$ cat src/rtl/tsrw_pkg.sv
`default_nettype none
// ----------------------------------------------------------------------------
// tsrw_pkg
// Shared types, tables and helpers for the tri-axial spectrum rotation and
// whole-body weighting block.
// ----------------------------------------------------------------------------
package tsrw_pkg;

  localparam int unsigned CompW      = 24;
  localparam int unsigned BinW       = 9;
  localparam int unsigned CoefW      = 16;
  localparam int unsigned ProdW      = CompW + CoefW;
  localparam int unsigned NumBands   = 23;
  localparam int unsigned BandW      = 5;
  localparam logic [BinW-1:0] TopWeightedBin = 9'd386;

  // Reset values of the angle registers (Q1.15).
  localparam logic signed [CoefW-1:0] CosReset = 16'sd32767;
  localparam logic signed [CoefW-1:0] SinReset = 16'sd0;

  typedef enum logic [1:0] {
    CfgCosBeta  = 2'd0,
    CfgSinBeta  = 2'd1,
    CfgCosAlpha = 2'd2,
    CfgSinAlpha = 2'd3
  } cfg_idx_e;

  // Upper bin of each weighting band, inclusive.
  localparam logic [BinW-1:0] BandTop [NumBands] = '{
    9'd1, 9'd2, 9'd3, 9'd4, 9'd5, 9'd7, 9'd9, 9'd12, 9'd15, 9'd19, 9'd24,
    9'd31, 9'd35, 9'd48, 9'd60, 9'd77, 9'd96, 9'd121, 9'd153, 9'd193,
    9'd241, 9'd304, 9'd386
  };

  // Wk weights for the vertical axis, unsigned Q1.15.
  localparam logic [CoefW-1:0] WkTable [NumBands] = '{
    16'd32473, 16'd33161, 16'd33489, 16'd33554, 16'd33194, 16'd31916,
    16'd29196, 16'd25428, 16'd21201, 16'd16777, 16'd13402, 16'd10650,
    16'd8389, 16'd6521, 16'd5112, 16'd3867, 16'd2766, 16'd1858, 16'd1130,
    16'd596, 16'd318, 16'd166, 16'd84
  };

  // Wd weights for the horizontal axes, unsigned Q1.15.
  localparam logic [CoefW-1:0] WdTable [NumBands] = '{
    16'd33128, 16'd29164, 16'd21037, 16'd16777, 16'd13402, 16'd10584,
    16'd8290, 16'd6947, 16'd5276, 16'd4096, 16'd3277, 16'd2621, 16'd2071,
    16'd1619, 16'd1271, 16'd967, 16'd691, 16'd462, 16'd283, 16'd149,
    16'd80, 16'd41, 16'd21
  };

  typedef struct packed {
    logic        [BinW-1:0]  bin_index;
    logic signed [CompW-1:0] x_real;
    logic signed [CompW-1:0] x_imag;
    logic signed [CompW-1:0] y_real;
    logic signed [CompW-1:0] y_imag;
    logic signed [CompW-1:0] z_real;
    logic signed [CompW-1:0] z_imag;
  } in_beat_t;

  typedef struct packed {
    logic        [BinW-1:0]  out_bin;
    logic signed [CompW-1:0] wx_real;
    logic signed [CompW-1:0] wx_imag;
    logic signed [CompW-1:0] wy_real;
    logic signed [CompW-1:0] wy_imag;
    logic signed [CompW-1:0] wz_real;
    logic signed [CompW-1:0] wz_imag;
  } out_beat_t;

  // Rotation matrix; the top middle entry is always zero and is left out.
  typedef struct packed {
    logic signed [CoefW-1:0] m00;
    logic signed [CoefW-1:0] m02;
    logic signed [CoefW-1:0] m10;
    logic signed [CoefW-1:0] m11;
    logic signed [CoefW-1:0] m12;
    logic signed [CoefW-1:0] m20;
    logic signed [CoefW-1:0] m21;
    logic signed [CoefW-1:0] m22;
  } mat_t;

  // Rotated bin handed from the rotation pipe to the weighting pipe.
  typedef struct packed {
    logic        [BinW-1:0]  bin;
    logic                    pass;
    logic        [CoefW-1:0] wd;
    logic        [CoefW-1:0] wk;
    logic signed [CompW-1:0] x_re;
    logic signed [CompW-1:0] x_im;
    logic signed [CompW-1:0] y_re;
    logic signed [CompW-1:0] y_im;
    logic signed [CompW-1:0] z_re;
    logic signed [CompW-1:0] z_im;
  } rot_t;

  function automatic logic [BandW-1:0] band_idx(input logic [BinW-1:0] bin);
    logic [BandW-1:0] idx;
    idx = BandW'(NumBands - 1);
    for (int i = NumBands - 1; i >= 0; i--) begin
      if (bin <= BandTop[i]) idx = BandW'(i);
    end
    return idx;
  endfunction

  // A bin with no weighting band gets weight zero.
  function automatic logic in_band(input logic [BinW-1:0] bin);
    return (bin != '0) && (bin <= TopWeightedBin);
  endfunction

endpackage

`default_nettype wire

$ cat src/rtl/tsrw_matrix.sv
`default_nettype none
// ----------------------------------------------------------------------------
// tsrw_matrix
// Angle registers and the registered rotation matrix built from them.
// ----------------------------------------------------------------------------
module tsrw_matrix (
  input  wire logic                            clk_i,
  input  wire logic                            rst_ni,
  input  wire logic                            cfg_we_i,
  input  wire logic [1:0]                      cfg_idx_i,
  input  wire logic [tsrw_pkg::CoefW-1:0]      cfg_wdata_i,
  output tsrw_pkg::mat_t                       mat_o
);

  logic signed [tsrw_pkg::CoefW-1:0] cos_beta_q, sin_beta_q;
  logic signed [tsrw_pkg::CoefW-1:0] cos_alpha_q, sin_alpha_q;
  tsrw_pkg::mat_t mat_d, mat_q;

  // Round a Q2.30 product to Q1.15 (half up) and saturate.
  function automatic logic signed [15:0] q15_sat(input logic signed [32:0] p);
    logic signed [33:0] t;
    logic signed [18:0] s;
    t = {p[32], p} + 34'sd16384;
    s = t[33:15];
    if (s > 19'sd32767) return 16'sd32767;
    else if (s < -19'sd32768) return -16'sd32768;
    else return s[15:0];
  endfunction

  always_ff @(posedge clk_i or negedge rst_ni) begin
    if (!rst_ni) begin
      cos_beta_q  <= tsrw_pkg::CosReset;
      sin_beta_q  <= tsrw_pkg::SinReset;
      cos_alpha_q <= tsrw_pkg::CosReset;
      sin_alpha_q <= tsrw_pkg::SinReset;
    end else if (cfg_we_i) begin
      case (tsrw_pkg::cfg_idx_e'(cfg_idx_i))
        tsrw_pkg::CfgCosBeta:  cos_beta_q  <= cfg_wdata_i;
        tsrw_pkg::CfgSinBeta:  sin_beta_q  <= cfg_wdata_i;
        tsrw_pkg::CfgCosAlpha: cos_alpha_q <= cfg_wdata_i;
        tsrw_pkg::CfgSinAlpha: sin_alpha_q <= cfg_wdata_i;
        default: ;
      endcase
    end
  end

  always_comb begin
    logic signed [31:0] p_sasb, p_sacb, p_casb, p_cacb;
    p_sasb = sin_alpha_q * sin_beta_q;
    p_sacb = sin_alpha_q * cos_beta_q;
    p_casb = cos_alpha_q * sin_beta_q;
    p_cacb = cos_alpha_q * cos_beta_q;
    mat_d.m00 = cos_beta_q;
    mat_d.m02 = sin_beta_q;
    mat_d.m10 = q15_sat({p_sasb[31], p_sasb});
    mat_d.m11 = cos_alpha_q;
    mat_d.m12 = q15_sat(-{p_sacb[31], p_sacb});
    mat_d.m20 = q15_sat(-{p_casb[31], p_casb});
    mat_d.m21 = sin_alpha_q;
    mat_d.m22 = q15_sat({p_cacb[31], p_cacb});
  end

  // A register write reaches the matrix through the angle register and then the matrix register.
  always_ff @(posedge clk_i or negedge rst_ni) begin
    if (!rst_ni) begin
      mat_q <= '{m00: tsrw_pkg::CosReset, m02: tsrw_pkg::SinReset,
                 m10: '0, m11: tsrw_pkg::CosReset, m12: '0,
                 m20: '0, m21: tsrw_pkg::SinReset, m22: 16'sd32766};
    end else begin
      mat_q <= mat_d;
    end
  end

  assign mat_o = mat_q;

endmodule

`default_nettype wire

$ cat config.mk
export PLATFORM = sky130hd
export DESIGN_NAME = tsrw_matrix
export DESIGN_NICKNAME = d
export VERILOG_FILES = /design/src/rtl/tsrw_pkg.sv /design/src/rtl/tsrw_matrix.sv
export SDC_FILE = /design/constraint.sdc
export NUM_CORES = 2
export LEC_CHECK = 0
export ABC_AREA = 1
export BUFFER_PORTS_ARGS = -buffer_cell sky130_fd_sc_hd__buf_2
export CAP_MARGIN = 20
export CORE_MARGIN = 10
export CORE_UTILIZATION = 40
export CTS_BUF_LIST = sky130_fd_sc_hd__clkbuf_4
export DETAILED_ROUTE_END_ITERATION = 7
export PLACE_DENSITY = 0.66
export SYNTH_ARGS = -nofsm -noshare
export SYNTH_HDL_FRONTEND = slang
export SYNTH_SLANG_ARGS = --single-unit
$ cat constraint.sdc
create_clock -name clk_i -period 10.5 [get_ports clk_i]
set_input_delay 0.525 -clock clk_i [delete_from_list [all_inputs] [get_ports clk_i]]
set_output_delay 0.525 -clock clk_i [all_outputs]
set_load 0.005 [all_outputs]
; ---- After elaboration in Yosys (flattened, before gate mapping)
; Cells that the tools add are included.
[word_totals]
out_inout_bits = 128
inputBits = 21
register_bits = 192
[op_classes]
n_lt_le_gt_ge = 8
mul = 4
addsub = 6
n_eq_ne = 3
n_reduce_logical = 5
n_mux = 8
[op_table]
columns = cell, count
row1 = $mul A16 B16 Y32, 4
row2 = $mux W16, 8
row3 = $add A33 B16 Y34 const B, 2
row4 = $add A32 B16 Y33 const B, 2
row5 = $neg A33 Y33, 2
row6 = $gt A19 B16 Y1 const B, 2
row7 = $lt A19 B16 Y1 const B, 2
row8 = $gt A18 B16 Y1 const B, 2
row9 = $lt A18 B16 Y1 const B, 2
row10 = $reduce_and A2 Y1, 4
row11 = $eq A2 B2 Y1 const B, 2
row12 = $eq A2 B1 Y1 const B, 1
row13 = $logic_not A2 Y1, 1

; ---- Longest topological paths before layout
[logic_depth]
depth_word = 6
mapped_depth = 44
ltp_nobuf = 41

; ---- Worst setup path before layout
; Ideal clock, no wire load.
[synth_timing]
kind = reg2reg
startpoint = reg cos_alpha_q[10] (netlist bit)
endpoint = reg mat_q (netlist bit mat_o[42])
arrival_ps = 6964
setup_ps = 120
path_slack_ps = 3416
path_stages_with_launch = 32
path_cell_list = dfstp_2 > clkbuf_1 > clkbuf_1 > nand2_1 > fa_1 > fa_1 > fa_1 > fa_1 > inv_1 > fa_1 > inv_1 > fa_1 > inv_1 > ha_1 > nand2_1 > o21ai_1 > inv_1 > nand3_2 > xor2_2 > nand2_4 > nor2_8 > nor2_1 > nor2_1 > ha_1 > nand4_2 > nor3_4 > nand3_1 > nand2_1 > nand2_2 > buf_2 > o21ai_0 > nand2_1
[synth_lines]
columns = element, line
row1 = "start, declared", tsrw_matrix.sv:16  ; logic signed [tsrw_pkg::CoefW-1:0] cos_alpha_q, sin_alpha_q;
row2 = "start signal, assigned", tsrw_matrix.sv:34  ; cos_alpha_q <= tsrw_pkg::CosReset;
row3 = "start signal, assigned", tsrw_matrix.sv:40  ; tsrw_pkg::CfgCosAlpha: cos_alpha_q <= cfg_wdata_i;
row4 = "end signal, assigned", tsrw_matrix.sv:66  ; mat_q <= '{m00: tsrw_pkg::CosReset, m02: tsrw_pkg::SinReset,
row5 = "end signal, assigned", tsrw_matrix.sv:70  ; mat_q <= mat_d;
row6 = "end, declared", tsrw_matrix.sv:17  ; tsrw_pkg::mat_t mat_d, mat_q;

==> flow_summary.ini <==
[sta]
rsz0062_at_grt = no
setup_ws_ns = 2.19
finalCritPeriodShare_pct = 79.1
max_clock_freq_ghz = 0.120
post-route-min-period_ns = 8.31
tightest_slew_ns = 1.04
holdWs_ns = 0.0147
fin_worst_skew_ns = 0.0667
max_slew_margin_pct = 30.6
hold_violations = 0
slew_viol_final = 0
fin_tns_setup_ns = 0
setup_viol = 0

[critical_path]
worstPathArrival_ns = 9.18
worstRegToRegCells = 31
cp_max_fo = 34
critPathRequiredTime_ns = 11.37
start_kind = register
critPathKind = register to register
path_delay_family = adder cells
cp_slowest_stage_delay_ns = 1.26
critPathSlowestCell = dfstp_2
path_common_cell = nand2_1
endpoint_kind = register
regToRegStartpoint = cos_beta_q[2]
crit_buf_inv = 3
reg2reg_slack_ns = 2.19
r2r-end = mat_o[62]

[worst_hold_path]
min_from = cfg_we_i
hold_path.class = primary input to register
hold_depth = 3
whs_endpoint = cos_beta_q[1]

[synthesis]
seq_area_frac_synth_pct = 9.78
synth-edff-count = 0
syn-num-nets = 7762
ys.flop_type = dfrtp_1
ys_types = 57
synth-seq-cells = 192
synth_area_um2 = 50100
synth_cells = 6361
syn_area_per_cell_um2 = 7.87
synth_warnings = 0
synth-async-reset-ratio_pct = 100

[detailed_routing]
drc = 0
wl_per_cell_um = 16.5
vias = 39200
viasPerCell = 4.90
dr.pass1.iters = 6
routed_wl_mm = 132
first_iter_violations = 2707
ant_nets = 0

[die]
die_w_um = 374
die_h_um = 374
ios = 149
rows = 129
core-area_um2 = 124000
dieArea_um2 = 140000
initial_core_util_pct = 40.4

[clocking]
ctsHtreeMaxLevel = 4
cts_tree = done
clk_latency_ns = 0.99
cts_sinks = 192
root_buffer = clkbuf_4
cts-resized-gates = 0
ctsLongestPathBuffers = 2
postCtsHoldBufs = 19
post_cts_buffers = 0
clk_pin_slew_worst_paths_ns = 0.20
cts_made_buffers = 17

[place]
finalWeightedCongestion = 0.906
portBuffers = 148
hpwlAfterDp_mm = 106
dpl_worst_slack_ns = 2.30

[grt]
grt_util_met3_pct = 4.04
grtUsageTotal_pct = 19.5
antenna_found_initial = 6
use_met2_pct = 33.9
grt_max_degree = 78
grt.overflow.total = 0
busiest_layer = met2
grt_pass1_vias = 42400
gr-usage-met1_pct = 24.4
grt_pass1_wl_mm = 220

[job]
cap_violations = 0

[finish]
area_growth_pct = 5.55
finalNetCount = 7738
layout-drive-gt1-share_pct = 7.15
final_core_util_pct = 42.6

[outcome]
status = complete, no violations
==> cell usage in the layout, fill, tap and decap left out, types with 18 or more instances in the layout <==
cell type         n
nor2_2           23
dfstp_2          74
inv_2            18
fa_1           1058
or2_2            23
inv_1          1822
nand3_1         136
dlygate4sd3_1    20
nand2_1        1721
xnor2_1          50
nand4_1          68
buf_4            46
nand2_2          38
ha_1            322
nor2_1          195
a21oi_1         112
buf_2           147
dfrtp_1         116
xor2_1           56
o21ai_0         126
nor3_1           28
==> layout make-up <==
cell class	count	area [um^2]
Antenna cell	12	30.0
Clock buffer	17	128
Clock inverter	15	188
Fill cell	12500	71100
Inverter	1843	6920
Multi-Input combinational cell	4064	37200
Sequential cell	192	4900
Tap cell	1637	2050
Timing Repair Buffer	219	1410
==> metal layers <==
layer	wire length, um	share of wire, %
met5	53	0.040
met4	3410	2.6
met3	10500	8.0
met2	65400	49
met1	52800	40
==> worst min-delay path, cell delays in order <==
cell	delay [ns]
buf_2	0.13
nand2_1	0.21
o21ai_0	0.11
==> how the worst max path moves through the flow <==
stage,from,to,slack [ns],cells past startpoint
after global routing,sin_alpha_q[6],mat_o[62],1.61,39
after detailed placement,cos_beta_q[2],mat_o[52],2.30,31
after floorplan,cos_alpha_q[10],mat_o[42],3.42,31
after CTS,cos_beta_q[2],mat_o[62],2.28,31
after global placement,cos_beta_q[1],mat_o[48],2.43,31
final,cos_beta_q[2],mat_o[62],2.19,31
==> synth_stat cells (17+ instances only) <==
library cell | number | share of area (%)
inv_1 | 1822 | 14
nand2_1 | 1721 | 13
fa_1 | 1058 | 42
ha_1 | 322 | 8.0
clkbuf_1 | 249 | 1.9
nor2_1 | 195 | 1.5
nand3_1 | 136 | 1.4
o21ai_0 | 126 | 1.3
dfrtp_1 | 118 | 5.9
a21oi_1 | 112 | 1.1
dfstp_2 | 74 | 3.9
nand4_1 | 68 | 0.85
xor2_1 | 56 | 0.98
xnor2_1 | 50 | 0.87
nand2_2 | 38 | 0.47
nor3_1 | 28 | 0.28
nor2_2 | 23 | 0.29
or2_2 | 23 | 0.29
inv_2 | 18 | 0.13
o21bai_1 | 17 | 0.25
==> through the flow <==
stage | cell area (um^2) | cells
final | 52900 | 7999
after global routing | 52800 | 7988
after CTS | 52700 | 7981
after detailed placement | 52200 | 7930
after global placement | 52200 | 7930
after floorplan | 50100 | 6361
==> state kept, by name (all words and copies together), names as in the netlist <==
name	flops
sin_beta_q	16
cos_beta_q	16
sin_alpha_q	16
cos_alpha_q	16
mat_o	128
==> logic make-up after synthesis <==
| family | after synthesis | share of synthesized area (%) |
|---|---|---|
| simple gates | 2285 | 18.9 |
| xor+xnor | 107 | 1.89 |
| flops | 192 | 9.78 |
| fa+ha+maj | 1380 | 50.3 |
| buf+inv | 2105 | 15.9 |
| compound gates | 292 | 3.22 |
Power is left out: the tool's default activity adds up to more than one toggle a clock period on the data nets, which glitch-free logic cannot reach.
